--- src/hw/rtl/sha_pkg.sv ---
// SHA-256 hasher package: payload structs, round constants, initial hash values.
// No dependencies.
`timescale 1ns / 1ps
package sha_pkg;

  typedef struct packed {
    logic       kind;
    logic [7:0] data_byte;
  } sha_in_t;

  typedef struct packed {
    logic [31:0] digest_word;
    logic [2:0]  word_index;
    logic        last_word;
  } sha_out_t;

  localparam logic KindByte = 1'b0;
  localparam logic KindEnd  = 1'b1;

  localparam logic [7:0] PadByte = 8'h80;
  localparam logic [5:0] LenPos  = 6'd56;

  function automatic logic [31:0] round_k(input logic [5:0] i);
    logic [31:0] k;
    unique case (i)
      6'd0: k = 32'h428a2f98; 6'd1: k = 32'h71374491; 6'd2: k = 32'hb5c0fbcf;
      6'd3: k = 32'he9b5dba5; 6'd4: k = 32'h3956c25b; 6'd5: k = 32'h59f111f1;
      6'd6: k = 32'h923f82a4; 6'd7: k = 32'hab1c5ed5; 6'd8: k = 32'hd807aa98;
      6'd9: k = 32'h12835b01; 6'd10: k = 32'h243185be; 6'd11: k = 32'h550c7dc3;
      6'd12: k = 32'h72be5d74; 6'd13: k = 32'h80deb1fe; 6'd14: k = 32'h9bdc06a7;
      6'd15: k = 32'hc19bf174; 6'd16: k = 32'he49b69c1; 6'd17: k = 32'hefbe4786;
      6'd18: k = 32'h0fc19dc6; 6'd19: k = 32'h240ca1cc; 6'd20: k = 32'h2de92c6f;
      6'd21: k = 32'h4a7484aa; 6'd22: k = 32'h5cb0a9dc; 6'd23: k = 32'h76f988da;
      6'd24: k = 32'h983e5152; 6'd25: k = 32'ha831c66d; 6'd26: k = 32'hb00327c8;
      6'd27: k = 32'hbf597fc7; 6'd28: k = 32'hc6e00bf3; 6'd29: k = 32'hd5a79147;
      6'd30: k = 32'h06ca6351; 6'd31: k = 32'h14292967; 6'd32: k = 32'h27b70a85;
      6'd33: k = 32'h2e1b2138; 6'd34: k = 32'h4d2c6dfc; 6'd35: k = 32'h53380d13;
      6'd36: k = 32'h650a7354; 6'd37: k = 32'h766a0abb; 6'd38: k = 32'h81c2c92e;
      6'd39: k = 32'h92722c85; 6'd40: k = 32'ha2bfe8a1; 6'd41: k = 32'ha81a664b;
      6'd42: k = 32'hc24b8b70; 6'd43: k = 32'hc76c51a3; 6'd44: k = 32'hd192e819;
      6'd45: k = 32'hd6990624; 6'd46: k = 32'hf40e3585; 6'd47: k = 32'h106aa070;
      6'd48: k = 32'h19a4c116; 6'd49: k = 32'h1e376c08; 6'd50: k = 32'h2748774c;
      6'd51: k = 32'h34b0bcb5; 6'd52: k = 32'h391c0cb3; 6'd53: k = 32'h4ed8aa4a;
      6'd54: k = 32'h5b9cca4f; 6'd55: k = 32'h682e6ff3; 6'd56: k = 32'h748f82ee;
      6'd57: k = 32'h78a5636f; 6'd58: k = 32'h84c87814; 6'd59: k = 32'h8cc70208;
      6'd60: k = 32'h90befffa; 6'd61: k = 32'ha4506ceb; 6'd62: k = 32'hbef9a3f7;
      default: k = 32'hc67178f2;
    endcase
    return k;
  endfunction

  function automatic logic [31:0] init_hash(input logic [2:0] i);
    logic [31:0] h;
    unique case (i)
      3'd0: h = 32'h6a09e667; 3'd1: h = 32'hbb67ae85;
      3'd2: h = 32'h3c6ef372; 3'd3: h = 32'ha54ff53a;
      3'd4: h = 32'h510e527f; 3'd5: h = 32'h9b05688c;
      3'd6: h = 32'h1f83d9ab; default: h = 32'h5be0cd19;
    endcase
    return h;
  endfunction

endpackage

--- src/hw/rtl/sha_round.sv ---
// One SHA-256 round on registered working variables a..h.
// Depends on sha_pkg for nothing but style; pure combinational round logic.
`timescale 1ns / 1ps
module sha_round
  import sha_pkg::*;
(
  input  logic [7:0][31:0] v_i,
  input  logic [31:0]      k_i,
  input  logic [31:0]      w_i,
  output logic [7:0][31:0] v_o
);

  function automatic logic [31:0] ror(input logic [31:0] x, input int n);
    return (x >> n) | (x << (32 - n));
  endfunction

  logic [31:0] a, e, t1, t2;

  always_comb begin
    a  = v_i[0];
    e  = v_i[4];
    t1 = v_i[7] + (ror(e, 6) ^ ror(e, 11) ^ ror(e, 25))
         + ((e & v_i[5]) ^ (~e & v_i[6])) + k_i + w_i;
    t2 = (ror(a, 2) ^ ror(a, 13) ^ ror(a, 22))
         + ((a & v_i[1]) ^ (a & v_i[2]) ^ (v_i[1] & v_i[2]));
    v_o[7] = v_i[6];
    v_o[6] = v_i[5];
    v_o[5] = v_i[4];
    v_o[4] = v_i[3] + t1;
    v_o[3] = v_i[2];
    v_o[2] = v_i[1];
    v_o[1] = v_i[0];
    v_o[0] = t1 + t2;
  end

endmodule

--- src/hw/rtl/sha256_byte_stream_hasher.sv ---
// SHA-256 byte stream hasher top level: byte packing, block memory, sequencer.
// Depends on sha_pkg and sha_round.
`timescale 1ns / 1ps
// A message byte is taken while idle; the 64th of a block starts a compression,
// during which no transaction is accepted. The block words live in a 16-entry
// memory with a registered read. Rounds 0..15 use the word read from memory.
// Rounds 16..63 read w[i-2], w[i-15], w[i-7] and w[i-16] one per cycle, form
// the new schedule word into a register, then run the round and write the word
// back. A load step before the rounds and an add step after them complete the
// compression. An end-of-message transaction writes the pad word, clears the
// rest of the block one word per cycle, writes the two length words and runs
// one compression, or two when the pad byte lands at byte 56 or later of the
// block. It then presents the eight digest words, one per accepted output
// transaction.
module sha256_byte_stream_hasher
  import sha_pkg::*;
(
  input  logic     clk_i,
  input  logic     rst_ni,
  input  logic     in_valid_i,
  output logic     in_ready_o,
  input  sha_in_t  in_data_i,
  output logic     out_valid_o,
  input  logic     out_ready_i,
  output sha_out_t out_data_o
);

  localparam logic [3:0] StIdle  = 4'd0;
  localparam logic [3:0] StZero  = 4'd1;
  localparam logic [3:0] StLenHi = 4'd2;
  localparam logic [3:0] StLenLo = 4'd3;
  localparam logic [3:0] StInit  = 4'd4;
  localparam logic [3:0] StRd2   = 4'd5;
  localparam logic [3:0] StRd15  = 4'd6;
  localparam logic [3:0] StRd7   = 4'd7;
  localparam logic [3:0] StRdW   = 4'd8;
  localparam logic [3:0] StRound = 4'd9;
  localparam logic [3:0] StAdd   = 4'd10;
  localparam logic [3:0] StOut   = 4'd11;

  logic [3:0]  state_q, state_d;
  logic [60:0] count_q, count_d;
  logic [5:0]  rnd_q, rnd_d;
  logic [3:0]  zw_q, zw_d;
  logic        final_q, final_d;
  logic        two_q, two_d;
  logic [2:0]  oidx_q, oidx_d;
  logic [31:0] pack_q, pack_d;

  logic [7:0][31:0] hash_q, hash_d;
  logic [7:0][31:0] v_q, v_d, v_next;
  logic [31:0] x2_q, x2_d, x15_q, x15_d, x7_q, x7_d;
  logic [31:0] wnew_q, wnew_d;

  logic [31:0] mem [16];
  logic        we;
  logic [3:0]  waddr, raddr;
  logic [31:0] wdata, rdata_q;

  always_ff @(posedge clk_i) begin
    if (we) begin
      mem[waddr] <= wdata;
    end
    rdata_q <= mem[raddr];
  end

  function automatic logic [31:0] ror(input logic [31:0] x, input int n);
    return (x >> n) | (x << (32 - n));
  endfunction

  logic [31:0] wsched, wcur;
  logic [5:0]  pos;
  logic [63:0] bits;
  logic [31:0] padded;
  logic        in_fire, out_fire;

  assign pos   = count_q[5:0];
  assign bits  = {count_q, 3'b000};
  assign in_fire  = in_valid_i && in_ready_o;
  assign out_fire = out_valid_o && out_ready_i;
  assign in_ready_o  = (state_q == StIdle);
  assign out_valid_o = (state_q == StOut);
  assign out_data_o.digest_word = hash_q[oidx_q];
  assign out_data_o.word_index  = oidx_q;
  assign out_data_o.last_word   = (oidx_q == 3'd7);

  always_comb begin
    wsched = (ror(x2_q, 17) ^ ror(x2_q, 19) ^ (x2_q >> 10)) + x7_q
             + (ror(x15_q, 7) ^ ror(x15_q, 18) ^ (x15_q >> 3)) + rdata_q;
    wcur = (rnd_q >= 6'd16) ? wnew_q : rdata_q;
  end

  sha_round u_round (
    .v_i (v_q),
    .k_i (round_k(rnd_q)),
    .w_i (wcur),
    .v_o (v_next)
  );

  always_comb begin
    unique case (pos[1:0])
      2'd0: padded = {PadByte, 24'd0};
      2'd1: padded = {pack_q[31:24], PadByte, 16'd0};
      2'd2: padded = {pack_q[31:16], PadByte, 8'd0};
      default: padded = {pack_q[31:8], PadByte};
    endcase
  end

  always_comb begin
    state_d = state_q; count_d = count_q; rnd_d = rnd_q; zw_d = zw_q;
    final_d = final_q; two_d = two_q; oidx_d = oidx_q; pack_d = pack_q;
    hash_d = hash_q; v_d = v_q; x2_d = x2_q; x15_d = x15_q; x7_d = x7_q;
    wnew_d = wnew_q;
    we = 1'b0; waddr = '0; wdata = '0; raddr = '0;
    unique case (state_q)
      StIdle: begin
        if (in_fire) begin
          if (in_data_i.kind == KindByte) begin
            unique case (pos[1:0])
              2'd0: pack_d = {in_data_i.data_byte, 24'd0};
              2'd1: pack_d = {pack_q[31:24], in_data_i.data_byte, 16'd0};
              2'd2: pack_d = {pack_q[31:16], in_data_i.data_byte, 8'd0};
              default: pack_d = {pack_q[31:8], in_data_i.data_byte};
            endcase
            count_d = count_q + 61'd1;
            if (pos[1:0] == 2'd3) begin
              we = 1'b1; waddr = pos[5:2]; wdata = pack_d;
            end
            if (pos == 6'd63) begin
              final_d = 1'b0; state_d = StInit;
            end
          end else begin
            we = 1'b1; waddr = pos[5:2]; wdata = padded;
            two_d = (pos >= LenPos);
            final_d = 1'b1;
            zw_d = pos[5:2] + 4'd1;
            if (pos[5:2] == 4'd15) begin
              state_d = StInit;
            end else begin
              state_d = StZero;
            end
          end
        end
      end
      StZero: begin
        // clear words after the pad byte, skipping the length words when they fit
        we = 1'b1; waddr = zw_q; wdata = '0;
        zw_d = zw_q + 4'd1;
        if (!two_q && zw_q == 4'd13) begin
          state_d = StLenHi;
        end else if (zw_q == 4'd15) begin
          state_d = two_q ? StInit : StLenHi;
        end
      end
      StLenHi: begin
        we = 1'b1; waddr = 4'd14; wdata = bits[63:32];
        state_d = StLenLo;
      end
      StLenLo: begin
        we = 1'b1; waddr = 4'd15; wdata = bits[31:0];
        state_d = StInit;
      end
      StInit: begin
        v_d = hash_q; rnd_d = '0;
        raddr = 4'd0;
        state_d = StRound;
      end
      StRd2: begin
        x2_d = rdata_q;
        raddr = rnd_q[3:0] - 4'd15;
        state_d = StRd15;
      end
      StRd15: begin
        x15_d = rdata_q;
        raddr = rnd_q[3:0] - 4'd7;
        state_d = StRd7;
      end
      StRd7: begin
        x7_d = rdata_q;
        raddr = rnd_q[3:0];
        state_d = StRdW;
      end
      StRdW: begin
        wnew_d = wsched;
        state_d = StRound;
      end
      StRound: begin
        v_d = v_next;
        if (rnd_q >= 6'd16) begin
          we = 1'b1; waddr = rnd_q[3:0]; wdata = wnew_q;
        end
        rnd_d = rnd_q + 6'd1;
        if (rnd_q == 6'd63) begin
          state_d = StAdd;
        end else if (rnd_d >= 6'd16) begin
          raddr = rnd_d[3:0] - 4'd2;
          state_d = StRd2;
        end else begin
          raddr = rnd_d[3:0];
        end
      end
      StAdd: begin
        for (int j = 0; j < 8; j++) begin
          hash_d[j] = hash_q[j] + v_q[j];
        end
        if (!final_q) begin
          state_d = StIdle;
        end else if (two_q) begin
          two_d = 1'b0; zw_d = 4'd0; state_d = StZero;
        end else begin
          oidx_d = '0; state_d = StOut;
        end
      end
      StOut: begin
        if (out_fire) begin
          oidx_d = oidx_q + 3'd1;
          if (oidx_q == 3'd7) begin
            for (int j = 0; j < 8; j++) begin
              hash_d[j] = init_hash(3'(j));
            end
            count_d = '0;
            state_d = StIdle;
          end
        end
      end
      default: state_d = StIdle;
    endcase
  end

  always_ff @(posedge clk_i or negedge rst_ni) begin
    if (!rst_ni) begin
      state_q <= StIdle;
      count_q <= '0;
      rnd_q   <= '0;
      zw_q    <= '0;
      final_q <= 1'b0;
      two_q   <= 1'b0;
      oidx_q  <= '0;
      for (int j = 0; j < 8; j++) begin
        hash_q[j] <= init_hash(3'(j));
      end
    end else begin
      state_q <= state_d;
      count_q <= count_d;
      rnd_q   <= rnd_d;
      zw_q    <= zw_d;
      final_q <= final_d;
      two_q   <= two_d;
      oidx_q  <= oidx_d;
      hash_q  <= hash_d;
    end
  end

  always_ff @(posedge clk_i) begin
    pack_q <= pack_d;
    v_q    <= v_d;
    x2_q   <= x2_d;
    x15_q  <= x15_d;
    x7_q   <= x7_d;
    wnew_q <= wnew_d;
  end

endmodule

--- config.mk ---
export PLATFORM = sky130hd
export DESIGN_NAME = sha256_byte_stream_hasher
export DESIGN_NICKNAME = d
export VERILOG_FILES = /design/src/hw/rtl/sha_pkg.sv /design/src/hw/rtl/sha_round.sv /design/src/hw/rtl/sha256_byte_stream_hasher.sv
export SDC_FILE = /design/constraint.sdc
export NUM_CORES = 2
export LEC_CHECK = 0
export CORE_MARGIN = 2
export CORE_UTILIZATION = 45
export CTS_BUF_LIST = sky130_fd_sc_hd__clkbuf_8
export CTS_CLUSTER_DIAMETER = 40
export DETAILED_ROUTE_END_ITERATION = 10
export DONT_BUFFER_PORTS = 1
export PLACE_DENSITY = 0.65
export SLEW_MARGIN = 0
export SYNTH_ARGS = -nofsm -noshare
export SYNTH_HDL_FRONTEND = slang
export SYNTH_SLANG_ARGS = --single-unit
export TNS_END_PERCENT = 30
--- constraint.sdc ---
create_clock -name clk_i -period 9.9 [get_ports clk_i]
set_input_delay 1.98 -clock clk_i [delete_from_list [all_inputs] [get_ports clk_i]]
set_output_delay 1.98 -clock clk_i [all_outputs]
set_load 0.01 [all_outputs]
======== Word level (Yosys, flattened, before mapping) ========
Memories as Yosys holds them, arrays and structs flattened. A register that Yosys moved wholly into a read port is not among the register bits.
Index checks and enable logic that the tools add are counted.
word-level totals
  memories ................................ 2
  output and inout port bits .............. 38
  bits of input ports ..................... 13
  bits in read-only memories .............. 2048
  register bits ........................... 752
  bits in writable memories ............... 512
  logic and storage cells ................. 205
memories
  memory           depth  width  read ports  clocked after memory_dff  wr ports  line                             text
  (no name shown)  64     32     1           0                         0         sha_pkg.sv:25                    unique case (i)
  mem              16     32     1           1                         1         sha256_byte_stream_hasher.sv:55  logic [31:0] mem [16];
cells by class
  $add $sub $neg .......................... 26
  bitwise operators ....................... 28
  mux-type cells .......................... 64
  reductions and logical operators ........ 22
  eq/ne operators ......................... 31
  $lt $le $gt $ge ......................... 4
operators with widths
  kind                                                             number
  256-bit case mux with 2 select lines                             2
  32-bit adder                                                     18
  256-bit two-way mux                                              2
  32-bit XOR                                                       9
  61-bit two-way mux                                               4
  32-bit two-way mux                                               6
  32-bit case mux with 3 select lines                              2
  32-bit AND                                                       5
  32-bit case mux with 4 select lines                              1
  61-bit case mux with 2 select lines                              1
  32-bit binary-select mux with 3-bit select                       1
  4-bit two-way mux                                                21
  61-bit by 1-bit adder with 61-bit output, second input constant  1
  4-bit case mux with 11 select lines                              1
  32-bit inverter                                                  1
  10-bit by 32-bit OR with 32-bit output                           1
  13-bit by 32-bit OR with 32-bit output                           1
  14-bit by 32-bit OR with 32-bit output                           1
  15-bit by 32-bit OR with 32-bit output                           1
  19-bit by 32-bit OR with 32-bit output                           1
  21-bit by 32-bit OR with 32-bit output                           1
  25-bit by 32-bit OR with 32-bit output                           1
  26-bit by 32-bit OR with 32-bit output                           1
  30-bit by 32-bit OR with 32-bit output                           1
  other kinds (46)                                                 91

======== Depth between registers and ports, before layout ========
  depth in word-level cells ............... 9
  mapped depth ............................ 38
  gate-level depth less buffers ........... 36

======== Hierarchy ========
A second synthesis with hierarchy kept.
second synthesis, totals
  cell total of the unflattened synthesis .. 8254
  area, all modules ....................... 82776.9 µm²
modules (own cells, without submodules)
  module                     cells each  seq. area each (µm²)  instances  area an instance (µm²)
  sha256_byte_stream_hasher  6961        36845.3               1          71894.0
  sha_round                  1293        0.0                   1          10882.9

======== Least setup slack after synthesis ========
Ideal clock, no wire load.
  path type ............................... flip-flop to flip-flop
  start point ............................. register rnd_q[2]
  end point ............................... register v_q[31] (netlist name), data pin
  clock period less this slack ............ 8.286 ns
  path buffers ............................ 3
  data required time ...................... 9.633 ns
  cell stages (with the launch flop) ...... 36
  path slack .............................. 1.614 ns
  arrival ................................. 8.020 ns
  setup time .............................. 0.267 ns
  path through ............................ dfrtp_1 clkbuf_1 inv_1 clkbuf_1 clkbuf_1 ha_1 nand2b_1 mux2_2 o21ai_0 a21oi_1 a31oi_1 fa_1 inv_1 ha_1 fa_1 a211oi_1 o211ai_1 a311o_1 a21o_1 o21ai_0 nand2b_1 a21o_1 a21oi_1 xnor2_1 inv_1 fa_1 inv_1 ha_1 nand4_1 or2_2 o211a_1 o31a_1 o21a_1 o21ai_0 xnor2_1 o21ai_0
RTL lines
  element                 line                              text
  from (decl)             sha256_byte_stream_hasher.sv:43   logic [5:0] rnd_q, rnd_d;
  from (signal assigned)  sha256_byte_stream_hasher.sv:245  rnd_q <= rnd_d;
  to (signal assigned)    sha256_byte_stream_hasher.sv:256  v_q <= v_d;
  to (decl)               sha256_byte_stream_hasher.sv:51   logic [7:0][31:0] v_q, v_d, v_next;

==> reports/qor.txt <==
Area Growth Syn to Fin -> 10.3%
Die area -> 0.182 mm^2
Sequential Power Share -> 49.1%
Initial antenna violation count -> 12
Gp weighted congestion -> 1.01
Total grt overflow -> 0
Slowest stage delay, CP -> 0.58 ns
Combinational power share -> 0%
Critical Path End Type -> flop
Largest net degree at the start of global routing -> 337
Worst-Margin Slew -> 1.41 ns
CP startpoint kind -> flop
Netlist Area Pre-Place -> 0.0806 mm^2
FF+latch count, synth -> 1,288
Yosys warns -> 0
Fillcell total -> 15,881
Fmax -> 0.112 GHz
Switching Fraction -> 21.7%
Worst EP arrival -> 9.64 ns
First DRT Iteration DRCs -> 7,322
Crit-path max FO -> 13
Commonest cells after routing, fill and taps aside -> 1,069 x nand2_1, 920 x edfxtp_1, 599 x inv_1
Critical path class -> flop to flop
Post-CTS sizing -> 0
Worst-case clock skew -> 0.0954 ns
Hpwl dp -> 190 mm
Vias in the first global route -> 58,957
Final period util -> 90.1%
RSZ-0062 raised after global routing -> no
Status -> finished, final reports clean
Final critical-path required period -> 8.92 ns
IO Pins -> 51
Int Power -> 9130 uW
Post-Route Setup TNS -> 0 ns
Mapped Cells -> 7,556
Area leader, netlist -> edfxtp_1
Worst Hold Class -> flop to flop
P_sw -> 2530 uW
Register area share after synthesis -> 45.7%
Initial core utilization -> 45.2%
Slew Limit Fails -> 0
Routed Antenna Nets -> 0
Final Hold Violating Endpoints -> 0
Clk_lat worst skew -> 1.04 ns
Drt drc -> 0
Ys flop type -> edfxtp_1
Die Height -> 427 um
IO Port Bufs -> 0
FFs w/ async S/R, synth -> 26.1%
Mean cell area of the mapped netlist -> 10.7 um^2
Yosys cell types -> 94
Clock tree buffer depth -> 4
WL final -> 270 mm
# hold bufs at CTS -> 0
P_leak -> 0.0359 uW
CTS tree -> yes
Drt first pass iters -> 6
Peak supply drop -> 0.000147 V
Die width -> 427 um
Clock slew at reported path FFs -> 0.06 ns
Commonest non-fill, non-tap cell in the layout -> nand2_1
Via count -> 61,543
Clk root buf -> clkbuf_8
Syn_nets -> 8,172
Synth top area cells -> edfxtp_1 34%, ha_1 6.3%, dfrtp_1 6.2%
Clk network pwr share -> 50.9%
Num CTS Buffers -> 280
CP max-delay cell -> ha_1
Setup bufs post-CTS -> 0
Power, Total -> 11,700 uW
Layout cell share with drive strength beyond 1 -> 12.1%
Std-Cell Rows -> 155
First-pass GRT wire length -> 395 mm
Critical Path RT -> 10.62 ns
Core box area -> 0.178 mm^2
Slew HR -> 5.72%
Total global routing track utilization -> 29.3%
Final setup viols -> 0
Area share of the largest cell type after synthesis -> 34.3%
Vias per inst -> 6.06
CTS sink count -> 1,288
DR WL/cell -> 26.6 um
Final nets -> 8,198
Max cap viols -> 0
H-tree depth -> 5
Power Density -> 131 mW/mm^2
EDFF count, synth -> 920
power groups by stage:
| stage | combinational [uW] | sequential (uW) | clock, uW |
|---|---|---|---|
| 5_1_grt | 2.57 | 5720 | 6260 |
| 2_1_floorplan | 2.98 | 5830 | 0 |
| 4_1_cts | 2.41 | 5730 | 6020 |
| 6_report | 2.37 | 5730 | 5930 |
| 3_3_place_gp | 2.17 | 5830 | 0 |
| 3_5_place_dp | 2.32 | 5830 | 0 |
registers in the layout (all words and copies together) (netlist names):
signal,count
pack_q,24
zw_q,4
oidx_q,3
x2_q,32
count_q,61
x15_q,32
state_q,4
hash_q,256
v_q,256
x7_q,32
mem,512
rdata_q,32
two_q,1
wnew_q,32
final_q,1
rnd_q,6
cells by family after synthesis:
kind of cell | Yosys count | synth area share [%]
buffers and inverters | 875 | 4.12
AOI/OAI and AO/OA | 1779 | 13.9
xor gates and xnor gates | 601 | 6.57
and+or+nand+nor | 2087 | 11.3
DFF | 1288 | 45.7
adders and majority gates | 607 | 11.2
muxes | 319 | 7.11
cells in the mapped netlist, drive strengths merged (58+ instances only):
library cell / count
ha: 407
mux2i: 83
a211oi: 80
clkbuf: 285
xnor2: 321
inv: 516
nor3: 89
o21a: 58
fa: 196
mux4: 199
edfxtp: 920
a21oi: 484
and3: 62
nor2b: 76
nand2b: 62
dfstp: 136
nand2: 1073
dfrtp: 200
o21ai: 511
buf: 73
nor2: 437
xor2: 278
a21o: 180
nand3: 116
worst max-delay path: cells and delay by family (launching register included):
family                     cells  cell delay, ns
muxes                          1            0.17
DFF                            1            0.38
AOI/OAI and AO/OA             15            3.20
xor gates and xnor gates       1            0.18
and+or+nand+nor                6            1.06
adders and majority gates      7            3.17
buffers and inverters          4            0.44
metal layers:
layer / vias to the layer above / GRT usage [%] / share of wire [%]
li1: 27227 / - / -
met1: 30877 / 42.1 / 43
met2: 2985 / 43.8 / 44
met3: 452 / 6.48 / 9.7
met4: 2 / 10.0 / 3.4
met5: - / 0 / 0.0048
cell type report:
type                    count  area [um^2]  area share [%]
diodes                      5         12.5          0.0141
clock buffers             314         4320            4.86
clock inverters           176         1290            1.45
inverters                 517         1950            2.19
multi-input cells        5393        40700            45.8
flip-flops and latches   1288        36900            41.5
well taps                2355         2950            3.32
repair buffers            102          816           0.918
through the flow:
| stage | hold slack [ns] | instance area, um^2 | worst slack (ns) | utilization [%] | cells |
|---|---|---|---|---|---|
| after floorplan | 0.443 | 80600 | 1.61 | - | 7556 |
| after global placement | 0.476 | 83300 | 1.14 | 46.7 | 9655 |
| after detailed placement | 0.494 | 83300 | 1.15 | 46.7 | 9655 |
| after CTS | 0.504 | 88900 | 1.08 | 49.9 | 10145 |
| after global routing | 0.518 | 88900 | 0.442 | 49.9 | 10150 |
| final | 0.499 | 88900 | 0.980 | 49.9 | 10150 |
path summary, 6_finish.rpt:
check                                 start     endpoint  cells past startpoint  slack, ns
worst max-delay path               rnd_q[0]      v_q[28]                     34       0.98
worst min-delay path            hash_q[127]  hash_q[127]                      2       0.50
worst max register to register     rnd_q[0]      v_q[28]                     34       0.98
worst min register to register  hash_q[127]  hash_q[127]                      2       0.50
max in group asynchronous            rst_ni  hash_q[189]                      0       8.09
min in group asynchronous            rst_ni   hash_q[66]                      0       0.76
Power figures use the tool's default switching activity.
